$ cat src/rtl/i2cm_pkg.sv
// ----------------------------------------------------------------------------
// i2cm_pkg
// shared types and codes of the i2c master byte engine
// ----------------------------------------------------------------------------
package i2cm_pkg;

    localparam int unsigned PHASE_W   = 16;
    localparam int unsigned POLL_W    = 8;
    localparam int unsigned STEP_W    = 5;
    localparam int unsigned CFG_IDX_W = 1;
    localparam int unsigned CFG_W     = 16;
    localparam int unsigned IN_W      = 16;
    localparam int unsigned OUT_W     = 16;

    // command kinds, also the engine state
    localparam logic [2:0] KIND_IDLE  = 3'd0;
    localparam logic [2:0] KIND_START = 3'd1;
    localparam logic [2:0] KIND_STOP  = 3'd2;
    localparam logic [2:0] KIND_WRITE = 3'd3;
    localparam logic [2:0] KIND_READ  = 3'd4;

    // sequence step codes; the ack steps follow the data bits
    localparam logic [STEP_W-1:0] STEP_ACK     = 5'd16;
    localparam logic [STEP_W-1:0] STEP_ACK_CLK = 5'd17;
    localparam logic [STEP_W-1:0] STEP_ONE     = 5'd1;
    localparam logic [STEP_W-1:0] STEP_THREE   = 5'd3;
    localparam logic [STEP_W-1:0] STEP_LAST_BIT = 5'd15;

    // config register indexes
    localparam logic [CFG_IDX_W-1:0] CFG_PHASE_TICKS = 1'd0;
    localparam logic [CFG_IDX_W-1:0] CFG_ACK_POLL    = 1'd1;

    localparam logic [PHASE_W-1:0] PHASE_TICKS_RST = 16'd2;
    localparam logic [POLL_W-1:0]  ACK_POLL_RST    = 8'd255;

    // classified tick word between front and back
    typedef struct packed {
        logic       sda;
        logic       ack;
        logic [7:0] tx;
        logic [2:0] kind;
    } t_cmd_word;

    // result word
    typedef struct packed {
        logic       ack_ok;
        logic [7:0] rx_byte;
        logic       done_res;
        logic       busy_res;
        logic       sda_out;
        logic       scl_out;
    } t_res_word;

endpackage

$ cat src/rtl/i2c_master_byte_engine.sv
// ----------------------------------------------------------------------------
// i2c_master_byte_engine
// i2c master bit engine, one input word per bus timing tick
// ----------------------------------------------------------------------------
// channel   dir  tdata fields (lsb up)                              tuser
// s_axis    in   req_type[2:0] tx_byte[10:3] ack_after_read[11]     -
//                sda_in[12]
// m_axis    out  scl_out[0] sda_out[1] busy_res[2] done_res[3]      -
//                rx_byte[11:4] ack_ok[12]
// cfg       in   idx 0 phase_ticks, idx 1 ack_poll_limit            -
//
// one word per cycle while neither side stalls; each word passes the two-entry
// front queue and the sequencer, and the result is registered
// the sequencer updates all bus state once per word
// synchronous active-low reset; pins reset released, engine idle
// either side may stall; the queue and the result register absorb it
// ----------------------------------------------------------------------------
module i2c_master_byte_engine (
    input  logic                               i_clk,
    input  logic                               i_rst_n,
    input  logic                               i_s_axis_tvalid,
    output logic                               o_s_axis_tready,
    // req_type, tx_byte, ack_after_read, sda_in, zero pad
    input  logic [i2cm_pkg::IN_W-1:0]          i_s_axis_tdata,
    output logic                               o_m_axis_tvalid,
    input  logic                               i_m_axis_tready,
    // scl_out, sda_out, busy_res, done_res, rx_byte, ack_ok, zero pad
    output logic [i2cm_pkg::OUT_W-1:0]         o_m_axis_tdata,
    input  logic                               i_cfg_we,
    input  logic [i2cm_pkg::CFG_IDX_W-1:0]     i_cfg_idx,
    input  logic [i2cm_pkg::CFG_W-1:0]         i_cfg_data
);

    logic                w_head_valid;
    i2cm_pkg::t_cmd_word w_head;
    logic                w_pop;
    i2cm_pkg::t_res_word w_res;

    i2cm_front u_front (
        .i_clk            (i_clk),
        .i_rst_n          (i_rst_n),
        .i_in_valid       (i_s_axis_tvalid),
        .o_in_ready       (o_s_axis_tready),
        .i_req_type       (i_s_axis_tdata[2:0]),
        .i_tx_byte        (i_s_axis_tdata[10:3]),
        .i_ack_after_read (i_s_axis_tdata[11]),
        .i_sda_in         (i_s_axis_tdata[12]),
        .o_head_valid     (w_head_valid),
        .o_head           (w_head),
        .i_pop            (w_pop)
    );

    i2cm_back u_back (
        .i_clk        (i_clk),
        .i_rst_n      (i_rst_n),
        .i_cfg_we     (i_cfg_we),
        .i_cfg_idx    (i_cfg_idx),
        .i_cfg_data   (i_cfg_data),
        .i_head_valid (w_head_valid),
        .i_head       (w_head),
        .o_pop        (w_pop),
        .o_res_valid  (o_m_axis_tvalid),
        .o_res        (w_res),
        .i_res_ready  (i_m_axis_tready)
    );

    assign o_m_axis_tdata = {3'b000, w_res};

endmodule

$ cat src/rtl/i2cm_front.sv
// ----------------------------------------------------------------------------
// i2cm_front
// accepts input words, classifies the request and queues them two deep
// ----------------------------------------------------------------------------
module i2cm_front (
    input  logic                i_clk,
    input  logic                i_rst_n,
    input  logic                i_in_valid,
    output logic                o_in_ready,
    input  logic [2:0]          i_req_type,
    input  logic [7:0]          i_tx_byte,
    input  logic                i_ack_after_read,
    input  logic                i_sda_in,
    output logic                o_head_valid,
    output i2cm_pkg::t_cmd_word o_head,
    input  logic                i_pop
);

    i2cm_pkg::t_cmd_word r_mem [2];
    logic                r_wr_ptr, n_wr_ptr;
    logic                r_rd_ptr, n_rd_ptr;
    logic [1:0]          r_count, n_count;
    i2cm_pkg::t_cmd_word w_word;
    logic                w_push;
    logic                w_pop;

    // anything outside start..read is a plain tick
    always_comb begin
        w_word.sda = i_sda_in;
        w_word.ack = i_ack_after_read;
        w_word.tx  = i_tx_byte;
        case (i_req_type) inside
            [i2cm_pkg::KIND_START:i2cm_pkg::KIND_READ]: w_word.kind = i_req_type;
            default: w_word.kind = i2cm_pkg::KIND_IDLE;
        endcase
    end

    assign o_in_ready   = (r_count != 2'd2);
    assign w_push       = i_in_valid && o_in_ready;
    assign o_head_valid = (r_count != 2'd0);
    assign w_pop        = i_pop && o_head_valid;
    assign o_head       = r_mem[r_rd_ptr];

    always_comb begin
        n_wr_ptr = w_push ? ~r_wr_ptr : r_wr_ptr;
        n_rd_ptr = w_pop ? ~r_rd_ptr : r_rd_ptr;
        n_count  = r_count + 2'(w_push) - 2'(w_pop);
    end

    always_ff @(posedge i_clk) begin
        if (!i_rst_n) begin
            r_wr_ptr <= 1'b0;
            r_rd_ptr <= 1'b0;
            r_count  <= 2'd0;
        end else begin
            r_wr_ptr <= n_wr_ptr;
            r_rd_ptr <= n_rd_ptr;
            r_count  <= n_count;
        end
    end

    always_ff @(posedge i_clk) begin
        if (w_push) begin
            r_mem[r_wr_ptr] <= w_word;
        end
    end

endmodule

$ cat src/rtl/i2cm_back.sv
// ----------------------------------------------------------------------------
// i2cm_back
// bus phase sequencer, config registers and result register
// ----------------------------------------------------------------------------
module i2cm_back (
    input  logic                                  i_clk,
    input  logic                                  i_rst_n,
    input  logic                                  i_cfg_we,
    input  logic [i2cm_pkg::CFG_IDX_W-1:0]        i_cfg_idx,
    input  logic [i2cm_pkg::CFG_W-1:0]            i_cfg_data,
    input  logic                                  i_head_valid,
    input  i2cm_pkg::t_cmd_word                   i_head,
    output logic                                  o_pop,
    output logic                                  o_res_valid,
    output i2cm_pkg::t_res_word                   o_res,
    input  logic                                  i_res_ready
);

    logic [i2cm_pkg::PHASE_W-1:0] r_phase_ticks;
    logic [i2cm_pkg::POLL_W-1:0]  r_ack_poll;

    logic [2:0]                   r_kind, n_kind;
    logic [i2cm_pkg::STEP_W-1:0]  r_step, n_step;
    logic [i2cm_pkg::PHASE_W-1:0] r_phase_cnt, n_phase_cnt;
    logic [7:0]                   r_shift, n_shift;
    logic [i2cm_pkg::POLL_W-1:0]  r_poll, n_poll;
    logic                         r_send_ack, n_send_ack;
    logic                         r_scl, n_scl;
    logic                         r_sda, n_sda;
    logic [7:0]                   r_rx, n_rx;
    logic                         r_acked, n_acked;
    logic                         n_done;
    logic [i2cm_pkg::PHASE_W-1:0] w_limit;
    logic                         w_fire;
    logic                         r_res_valid;
    i2cm_pkg::t_res_word          r_res;

    // pin levels on entry to a phase, returns {scl, sda}
    function automatic logic [1:0] f_enter(input logic [2:0] kind,
                                           input logic [i2cm_pkg::STEP_W-1:0] s,
                                           input logic msb, input logic sack,
                                           input logic scl, input logic sda);
        logic [1:0] v;
        v = {scl, sda};
        case (kind)
            i2cm_pkg::KIND_START: begin
                if (s == '0) v = 2'b11;
                else v = {scl, 1'b0};
            end
            i2cm_pkg::KIND_STOP: begin
                if (s == '0) v = 2'b00;
                else if (s == i2cm_pkg::STEP_ONE) v = {1'b1, sda};
                else if (s == 5'd2) v = {scl, 1'b1};
                else v = {1'b0, sda};
            end
            i2cm_pkg::KIND_WRITE: begin
                if (!s[4]) v = s[0] ? {1'b1, sda} : {1'b0, msb};
                else if (s == i2cm_pkg::STEP_ACK) v = 2'b01;
                else if (s == i2cm_pkg::STEP_ACK_CLK) v = {1'b1, sda};
                else v = {1'b0, sda};
            end
            i2cm_pkg::KIND_READ: begin
                if (!s[4]) v = s[0] ? {1'b1, sda} : 2'b01;
                else if (s == i2cm_pkg::STEP_ACK) v = {1'b0, ~sack};
                else v = {1'b1, sda};
            end
            default: v = {scl, sda};
        endcase
        return v;
    endfunction

    assign w_limit = (r_phase_ticks == '0) ? 16'd1 : r_phase_ticks;
    assign w_fire  = i_head_valid && (!r_res_valid || i_res_ready);
    assign o_pop   = w_fire;

    always_comb begin
        n_kind      = r_kind;
        n_step      = r_step;
        n_phase_cnt = r_phase_cnt;
        n_shift     = r_shift;
        n_poll      = r_poll;
        n_send_ack  = r_send_ack;
        n_scl       = r_scl;
        n_sda       = r_sda;
        n_rx        = r_rx;
        n_acked     = r_acked;
        n_done      = 1'b0;

        if (r_kind == i2cm_pkg::KIND_IDLE && i_head.kind != i2cm_pkg::KIND_IDLE) begin
            n_kind      = i_head.kind;
            n_step      = '0;
            n_phase_cnt = '0;
            n_shift     = (i_head.kind == i2cm_pkg::KIND_WRITE) ? i_head.tx : 8'd0;
            n_send_ack  = i_head.ack;
            n_poll      = r_ack_poll;
            {n_scl, n_sda} = f_enter(n_kind, n_step, n_shift[7], n_send_ack, n_scl, n_sda);
        end

        if (n_kind != i2cm_pkg::KIND_IDLE) begin
            n_phase_cnt = n_phase_cnt + 16'd1;
            if (n_phase_cnt >= w_limit || n_phase_cnt == '0) begin
                n_phase_cnt = '0;
                case (n_kind)
                    i2cm_pkg::KIND_START: begin
                        if (n_step >= i2cm_pkg::STEP_ONE) begin
                            n_scl  = 1'b0;
                            n_done = 1'b1;
                        end else begin
                            n_step = n_step + 5'd1;
                        end
                    end
                    i2cm_pkg::KIND_STOP: begin
                        if (n_step >= i2cm_pkg::STEP_THREE) n_done = 1'b1;
                        else n_step = n_step + 5'd1;
                    end
                    i2cm_pkg::KIND_WRITE: begin
                        if (!n_step[4]) begin
                            if (n_step[0]) n_shift = {n_shift[6:0], 1'b0};
                            if (n_step == i2cm_pkg::STEP_LAST_BIT && n_poll == '0) begin
                                n_scl   = 1'b0;
                                n_sda   = 1'b1;
                                n_acked = 1'b0;
                                n_done  = 1'b1;
                            end else begin
                                n_step = n_step + 5'd1;
                            end
                        end else if (n_step == i2cm_pkg::STEP_ACK) begin
                            if (!i_head.sda) begin
                                n_step = n_step + 5'd1;
                            end else begin
                                n_poll = n_poll - 8'd1;
                                if (n_poll == '0) begin
                                    n_acked = 1'b0;
                                    n_done  = 1'b1;
                                end
                            end
                        end else if (n_step == i2cm_pkg::STEP_ACK_CLK) begin
                            n_step = n_step + 5'd1;
                        end else begin
                            n_acked = 1'b1;
                            n_done  = 1'b1;
                        end
                    end
                    i2cm_pkg::KIND_READ: begin
                        if (!n_step[4]) begin
                            if (n_step[0]) n_shift = {n_shift[6:0], i_head.sda};
                            n_step = n_step + 5'd1;
                        end else if (n_step == i2cm_pkg::STEP_ACK) begin
                            n_step = n_step + 5'd1;
                        end else begin
                            n_scl  = 1'b0;
                            n_done = 1'b1;
                        end
                    end
                    default: n_done = 1'b1;
                endcase

                if (n_done) begin
                    if (n_kind == i2cm_pkg::KIND_READ) n_rx = n_shift;
                    n_kind      = i2cm_pkg::KIND_IDLE;
                    n_step      = '0;
                    n_phase_cnt = '0;
                end else begin
                    {n_scl, n_sda} = f_enter(n_kind, n_step, n_shift[7], n_send_ack,
                                             n_scl, n_sda);
                end
            end
        end
    end

    always_ff @(posedge i_clk) begin
        if (!i_rst_n) begin
            r_phase_ticks <= i2cm_pkg::PHASE_TICKS_RST;
            r_ack_poll    <= i2cm_pkg::ACK_POLL_RST;
        end else if (i_cfg_we) begin
            case (i_cfg_idx)
                i2cm_pkg::CFG_PHASE_TICKS: r_phase_ticks <= i_cfg_data;
                i2cm_pkg::CFG_ACK_POLL:    r_ack_poll    <= i_cfg_data[i2cm_pkg::POLL_W-1:0];
                default: ;
            endcase
        end
    end

    always_ff @(posedge i_clk) begin
        if (!i_rst_n) begin
            r_kind      <= i2cm_pkg::KIND_IDLE;
            r_step      <= '0;
            r_phase_cnt <= '0;
            r_shift     <= '0;
            r_poll      <= '0;
            r_send_ack  <= 1'b0;
            r_scl       <= 1'b1;
            r_sda       <= 1'b1;
            r_rx        <= '0;
            r_acked     <= 1'b0;
            r_res_valid <= 1'b0;
        end else begin
            if (w_fire) begin
                r_kind      <= n_kind;
                r_step      <= n_step;
                r_phase_cnt <= n_phase_cnt;
                r_shift     <= n_shift;
                r_poll      <= n_poll;
                r_send_ack  <= n_send_ack;
                r_scl       <= n_scl;
                r_sda       <= n_sda;
                r_rx        <= n_rx;
                r_acked     <= n_acked;
            end
            if (w_fire) r_res_valid <= 1'b1;
            else if (i_res_ready) r_res_valid <= 1'b0;
        end
    end

    always_ff @(posedge i_clk) begin
        if (w_fire) begin
            r_res.scl_out  <= n_scl;
            r_res.sda_out  <= n_sda;
            r_res.busy_res <= (n_kind != i2cm_pkg::KIND_IDLE);
            r_res.done_res <= n_done;
            r_res.rx_byte  <= n_rx;
            r_res.ack_ok   <= n_acked;
        end
    end

    assign o_res_valid = r_res_valid;
    assign o_res       = r_res;

endmodule
$ cat config.mk
export PLATFORM = sky130hd
export DESIGN_NAME = i2c_master_byte_engine
export DESIGN_NICKNAME = d
export VERILOG_FILES = /design/src/rtl/i2cm_pkg.sv /design/src/rtl/i2c_master_byte_engine.sv /design/src/rtl/i2cm_front.sv /design/src/rtl/i2cm_back.sv
export SDC_FILE = /design/constraint.sdc
export NUM_CORES = 1
export LEC_CHECK = 0
export BUFFER_PORTS_ARGS = -buffer_cell sky130_fd_sc_hd__buf_2
export CAP_MARGIN = 0
export CORE_ASPECT_RATIO = 1.2
export CORE_MARGIN = 10
export CORE_UTILIZATION = 30
export CTS_BUF_LIST = sky130_fd_sc_hd__clkbuf_16
export CTS_CLUSTER_DIAMETER = 50
export DETAILED_ROUTE_END_ITERATION = 10
export GPL_TIMING_DRIVEN = 0
export HOLD_SLACK_MARGIN = 0.02
export PLACE_DENSITY_LB_ADDON = 0.08
export SYNTH_ARGS = -nofsm -noshare
export SYNTH_HDL_FRONTEND = slang
export SYNTH_SLANG_ARGS = --single-unit
$ cat constraint.sdc
create_clock -name i_clk -period 7.31 [get_ports i_clk]
set_input_delay 2.193 -clock i_clk [delete_from_list [all_inputs] [get_ports i_clk]]
set_output_delay 2.193 -clock i_clk [all_outputs]
set_load 0.1 [all_outputs]
# --- Yosys cells after proc, flatten, opt, wreduce, memory -nomap -nowiden ---
# Memories as Yosys holds them, arrays and structs flattened. A register that Yosys moved wholly into a read port is not among the register bits.
# Index checks and enable logic that the tools add are counted.
totals:
  reg_bits: 94
  ramBits: 26
  n_memories: 1
memory_table:
  columns: ["memory", "words", "width", "rd", "rd_clocked_by_memory_dff", "write_ports", "line_no", "source"]
  rows:
  - ["u_front.r_mem", 2, 13, 1, 1, 1, "i2cm_front.sv:19", "i2cm_pkg::t_cmd_word r_mem [2];"]
classes:
  addsub: 5
  magnitude_cmp: 5
  eq_ne: 16
  n_mux: 105
  bitwise_logic: 4
  n_reduce_logical: 23
op_table:
  columns: ["cell", "count"]
  rows:
  - ["8-bit 2-to-1 mux", 19]
  - ["5-bit 2-to-1 mux", 15]
  - ["16-bit 2-to-1 mux", 4]
  - ["1-bit 2-to-1 mux", 44]
  - ["16-bit zero test", 2]
  - ["2-bit 2-to-1 mux", 12]
  - ["5-bit == test (second input constant)", 4]
  - ["5-bit case mux with 4 select lines", 1]
  - ["16-bit by 1-bit adder with 16-bit output (second input constant)", 1]
  - ["16-bit >= comparator", 1]
  - ["8-bit zero test", 2]
  - ["2-bit case mux with 4 select lines", 2]
  - ["8-bit case mux with 2 select lines", 1]
  - ["3-bit 2-to-1 mux", 5]
  - ["3-bit by 2-bit == test with 1-bit output (second input constant)", 4]
  - ["3-bit nonzero test", 3]
  - ["8-bit by 1-bit subtractor with 8-bit output (second input constant)", 1]
  - ["3-bit by 1-bit == test with 1-bit output (second input constant)", 2]
  - ["3-bit == test (second input constant)", 2]
  - ["1-bit logical AND", 6]
  - ["2-bit AND reduction", 3]
  - ["5-bit by 1-bit adder with 5-bit output (second input constant)", 1]
  - ["5-bit by 1-bit == test with 1-bit output (second input constant)", 1]
  - ["5-bit by 2-bit == test with 1-bit output (second input constant)", 1]
  - ["16 further kinds", 21]

# --- Logic depth before layout (Yosys ltp) ---
logic_depth:
  depth_word: 18
  depth_mapped: 26
  depth_no_buf: 19

# --- Cells and area by module ---
# Synthesis repeated with hierarchy kept, for this count alone.
hier_totals:
  cells_unflattened: 881
  hier_area_um2: 7364.6
modules_own_cells:
  columns: ["mod", "instances", "cells_each", "area_each_um2", "seq_area_each_um2"]
  rows:
  - ["i2cm_back", 1, 810, 6144.6, 1931.9]
  - ["i2cm_front", 1, 67, 1193.6, 880.8]
  - ["i2c_master_byte_engine", 1, 4, 26.3, 0.0]

# --- Worst setup path before layout ---
# OpenSTA, ideal clock, no wires.
synth_path:
  path_type: "register to register"
  start: "mem u_front.r_mem[1][1] in the netlist's numbering"
  end: "reg u_back.r_shift[4]"
  setup_time_ns: 0.116
  t_arrival_ns: 5.396
  required_time_ns: 7.194
  slack_ns: 1.797
  stages_incl_launch_ff: 25
  cell_sequence: "edfxtp_1 > or4b_1 > clkbuf_1 > nand3_2 > clkbuf_1 > buf_2 > buf_1 > and2_1 > ha_1 > and2_1 > o31ai_4 > or3_1 > a21oi_1 > ha_1 > a21o_1 > a211oi_1 > o21ai_0 > a21oi_1 > a21boi_2 > nor2_1 > clkbuf_1 > buf_2 > nand2_1 > o211ai_1 > o211a_1"
synth_rtl:
  columns: ["element", "line_no", "source"]
  rows:
  - ["from (decl)", "i2cm_front.sv:19", null]
  - ["to (signal assigned)", "i2cm_back.sv:202", "r_shift <= n_shift;"]
  - ["to (decl)", "i2cm_back.sv:25", "logic [7:0] r_shift, n_shift;"]

# --- Worst setup path in the final report ---
layout_path:
  start: "reg u_back.r_kind[2]"
  end: "reg u_back.r_res, in the netlist u_back.o_res[1], data pin"
layout_via:
  elab_chain_cells: 18
layout_rtl:
  columns: ["element", "line_no", "source"]
  rows:
  - ["from (decl)", "i2cm_back.sv:22", "logic [2:0] r_kind, n_kind;"]
  - ["from (signal assigned)", "i2cm_back.sv:186", "r_kind <= i2cm_pkg::KIND_IDLE;"]
  - ["from (signal assigned)", "i2cm_back.sv:199", "r_kind <= n_kind;"]
  - ["3-bit zero test", "i2cm_back.sv:89", "if (r_kind == i2cm_pkg::KIND_IDLE && i_head.kind != i2cm_pkg::KIND_IDLE) begin"]
  - ["1-bit logical AND", "i2cm_back.sv:89", null]
  - ["5-bit 2-to-1 mux or 8-bit 2-to-1 mux (tied branches)", "i2cm_back.sv:89", null]
  - ["5-bit by 1-bit adder with 5-bit output (tied with other cells)", null, null]
  - ["5-bit 2-to-1 mux (tied with other cells)", "i2cm_back.sv:137", "end else if (n_step == i2cm_pkg::STEP_ACK_CLK) begin"]
  - ["5-bit 2-to-1 mux (on tied branches)", "i2cm_back.sv:127, i2cm_back.sv:119", null]
  - ["5-bit 2-to-1 mux", "i2cm_back.sv:117", "if (!n_step[4]) begin"]
  - ["5-bit case mux with 4 select lines", "i2cm_back.sv:103", "case (n_kind)"]
  - ["[3 not listed]", null, null]
  - ["2-bit 2-to-1 mux", "i2cm_back.sv:53", "else if (s == 5'd2) v = {scl, 1'b1};"]
  - ["2-bit 2-to-1 mux", "i2cm_back.sv:52", "else if (s == i2cm_pkg::STEP_ONE) v = {1'b1, sda};"]
  - ["2-bit 2-to-1 mux", "i2cm_back.sv:51", "if (s == '0) v = 2'b00;"]
  - ["2-bit case mux with 4 select lines", "i2cm_back.sv:45", "case (kind)"]
  - ["1-bit 2-to-1 mux", "i2cm_back.sv:158", "if (n_done) begin"]
  - ["1-bit 2-to-1 mux", "i2cm_back.sv:101", "if (n_phase_cnt >= w_limit || n_phase_cnt == '0) begin"]
  - ["1-bit 2-to-1 mux *", "i2cm_back.sv:99", "if (n_kind != i2cm_pkg::KIND_IDLE) begin"]
  - ["net u_back.n_sda", "i2cm_back.sv:29", "logic r_sda, n_sda;"]
  - ["to (decl)", "i2cm_back.sv:36", "i2cm_pkg::t_res_word r_res;"]
# The timed path passes the listed nets; every way through them passes the cells marked *. The select of a mux whose other input is x is not followed.
# A chain may end at the register's enable or synchronous reset.

==> impl_metrics.yaml <==
status:
  status: "complete, no violations"
pwr:
  p_per_area_nw_per_um2: 408
  pwr-share-clk: 0.225
  power_leakage_nw: 3.27
  sw_frac_of_total: 0.486
  power_switching_w: 0.00174
  p_seq_frac: 0.259
  comb_power_share: 0.516
  vdd_drop_max_v: 0.000169
  p_int_w: 0.00184
grt:
  grt_pass1_vias: 6732
  grt_pass1_wl_um: 40700
  grt_max_degree: 24
  grt_use_total: 0.164
  globalRoute.totalOverflow: 0
  grt_antenna_before_repair: 0
clocking:
  cts_tree: "done"
  htreeDepth: 4
  clockBufferDepth: 2
  clock_sinks: 121
  post_cts_buffers: 0
  cts_resized: 0
  clkSlewWorstSetupHoldPaths_ns: 0.06
  clock_latency_ns: 0.42
  root_buffer: "clkbuf_16"
  numCtsBuffers: 17
  cts_hold_buf: 0
critical_path:
  arrival_ns: 7.04
  cp-end-kind: "flop"
  r2r-start: "u_back.r_kind[2]$_SDFFE_PN0P_"
  cp_cell_sequence: "buf_2, or3_1, buf_4, nor3_2, buf_2, buf_1, buf_1, mux2i_1, ha_1, nand2_1, nor4_1, mux2i_1, and2_1, o21ai_1, nor2b_1, nand2b_1, o21a_1, o221ai_1, o311a_1, nor2_1"
  cp.required_ns: 7.48
  r2r_cells: 20
  critPathBufInv: 5
  worst-path-max-fanout: 10
  cp_top_family: "simple AND/OR/NAND/NOR gates"
  crit_type: "reg2reg"
  cp.depth: 20
  r2r-end: "u_back.o_res[1]$_DFFE_PP_"
  crit_start: "u_back.r_kind[2]$_SDFFE_PN0P_"
  crit_slowest_cell: "nor3_2"
  r2r_slack_ns: 0.44
  endpoint: "u_back.o_res[1]$_DFFE_PP_"
  start_kind: "flop"
  critPathMaxStageDelay_ns: 0.69
finish:
  drive_gt1_frac: 0.133
  final_util: 0.355
  final_nets: 1022
  syn_to_final_growth_pct: 16.4
  diodes: 0
  design_area_sq_um: 8780
min_path:
  hold_class: "reg2reg"
floorplan:
  std_cell_rows: 63
  fp.dieW_um: 165
  die_y_um: 194
  start_util: 0.305
  io_pins: 56
  core_area_sq_um: 24800
  dieArea_sq_um: 31900
place:
  dp_hpwl_um: 20100
  portBuffers: 49
  place.gp.congestion: 0.937
  place_area_sq_um: 8200
  pre_cts_ws_ns: 0.0578
routing:
  maxUsedRoutingLayer: "met4"
  firstDrtPassIters: 5
  wl_per_cell_um: 20.3
  ant_nets: 0
  remaining_drc_errors: 0
  num_vias: 6852
  via_per_inst: 5.28
  wl_met1_um: 11200
  met2_length_um: 13400
  dr_wl_met3_um: 942
  drtIter0Drc: 387
  drt_wl_total_um: 26300
synthesis:
  synthTopCellsByArea: "dfxtp_1 22%, edfxtp_1 16%, nand2_1 6.8%"
  yosysWarnings: 0
  yosysUniqueCellTypes: 90
  synth-seq-area-share: 0.373
  synth_top_area_share: 0.218
  synth_edf_count: 39
  ys_ff_latch: 121
  avgSynthCellArea_sq_um: 8.47
  synthTopCellsByCount: "136 x nand2_1, 82 x dfxtp_1, 74 x nor2_1, 60 x a21oi_1, 42 x nand3_1"
  synthArstFlopShare: 0
  synth_most_common_cell: "nand2_1"
  syn_area_sq_um: 7540
  synth_top_cell_by_area: "dfxtp_1"
  synth_cells: 890
  synth_ff_type: "dfxtp_1"
sta:
  timing.fmax_mhz: 146
  finalSetupTns_ns: 0
  finClkSkew_ns: 0.0100
  layout_setup_ws_ns: 0.437
  worstMarginPinSlew_ns: 1.13
  layout_min_cycle_time_ns: 6.87
  slew_headroom: 0.243
  post-route-period-util: 0.940
  rsz0062_at_grt: "false"
  finalMaxSlewViolations: 0
  hold_violations: 0
  setup_violations: 0
flow_run:
  max_cap_viol_count: 0
## state kept, by name (all words and copies together), names as in the netlist, 2 cells and up, named ones only
register,flops
u_front.r_count,2
u_back.r_ack_poll,8
u_back.o_res,13
u_back.r_phase_ticks,16
u_back.r_phase_cnt,16
u_back.r_shift,8
u_front.r_mem,26
u_back.r_step,5
u_back.r_kind,3
u_back.r_poll,8
u_back.r_rx,8
## cell usage in the layout, fill, tap and decap left out, types with 13 or more instances in the layout
cell type,synthesis,routed
a21oi_1,60,60
and2_1,13,13
buf_2,8,57
clkbuf_1,29,26
clkbuf_16,0,19
dfxtp_1,82,82
edfxtp_1,39,39
ha_1,24,24
inv_1,28,28
mux2i_1,23,23
nand2_1,136,136
nand3_1,42,42
nor2_1,74,74
nor2b_1,15,15
nor3_1,23,23
o211ai_1,22,22
o21ai_0,18,18
o21ai_1,13,13
xnor2_1,20,20
## kinds of logic after synthesis
kind of cell	after synthesis	synth area share
adders and majority gates	25	0.0412
and+or+nand+nor	374	0.248
buffers and inverters	81	0.0451
AOI/OAI and AO/OA	225	0.211
muxes	35	0.0485
other	1	0.000497
DFF	121	0.373
xor gates and xnor gates	28	0.0325
## power groups by stage
stage          Sequential [W]  Clock [W]  Combinational, W
5_1_grt              0.000941   0.000851           0.00200
4_1_cts              0.000926   0.000824           0.00184
2_1_floorplan         0.00113          0           0.00111
3_5_place_dp         0.000940          0           0.00183
3_3_place_gp         0.000940          0           0.00186
6_report             0.000928   0.000806           0.00185
## tightest hold or removal path: cells and delay by family (launching register included)
| family | cells | cell delay [ns] |
|---|---|---|
| AO/OA/AOI/OAI | 1 | 0.05 |
| AND/OR/NAND/NOR | 1 | 0.05 |
| flip-flops | 1 | 0.30 |
## how the worst min path moves through the flow
stage	end	depth (start not counted)	slack, ns	from
floorplan	u_back.r_rx[1]$_SDFFE_PN0P_	2	0.43	u_back.r_rx[1]$_SDFFE_PN0P_
global placement	u_back.r_rx[4]$_SDFFE_PN0P_	2	0.44	u_back.r_rx[4]$_SDFFE_PN0P_
detailed placement	u_back.r_rx[1]$_SDFFE_PN0P_	2	0.44	u_back.r_rx[1]$_SDFFE_PN0P_
CTS	u_back.r_rx[1]$_SDFFE_PN0P_	2	0.45	u_back.r_rx[1]$_SDFFE_PN0P_
global route	u_back.r_rx[1]$_SDFFE_PN0P_	2	0.47	u_back.r_rx[1]$_SDFFE_PN0P_
finish	u_back.r_rx[1]$_SDFFE_PN0P_	2	0.45	u_back.r_rx[1]$_SDFFE_PN0P_
## layer usage
metal	GRT usage	up-vias
met4	0.0599	0
met2	0.286	164
met5	0	-
met3	0.0246	32
li1	-	3377
met1	0.198	3279
## stage by stage
| step | instances | hold slack (ns) | total power, W |
|---|---|---|---|
| 2_1_floorplan | 892 | 0.432 | 0.00224 |
| 3_3_place_gp | 1266 | 0.440 | 0.00280 |
| 3_5_place_dp | 1266 | 0.442 | 0.00277 |
| 4_1_cts | 1298 | 0.451 | 0.00359 |
| 5_1_grt | 1298 | 0.467 | 0.00379 |
| 6_report | 1298 | 0.450 | 0.00358 |
## cell type report
type	count	area, sq um
timing repair buffer	49	245
tap	325	407
sequential	121	2810
multi-input combinational	690	4400
fill	2666	16000
clock buffer	19	475
clock inverter	13	88.8
inverter	30	113
buffer	51	234
(Power assumes the default switching activity.)
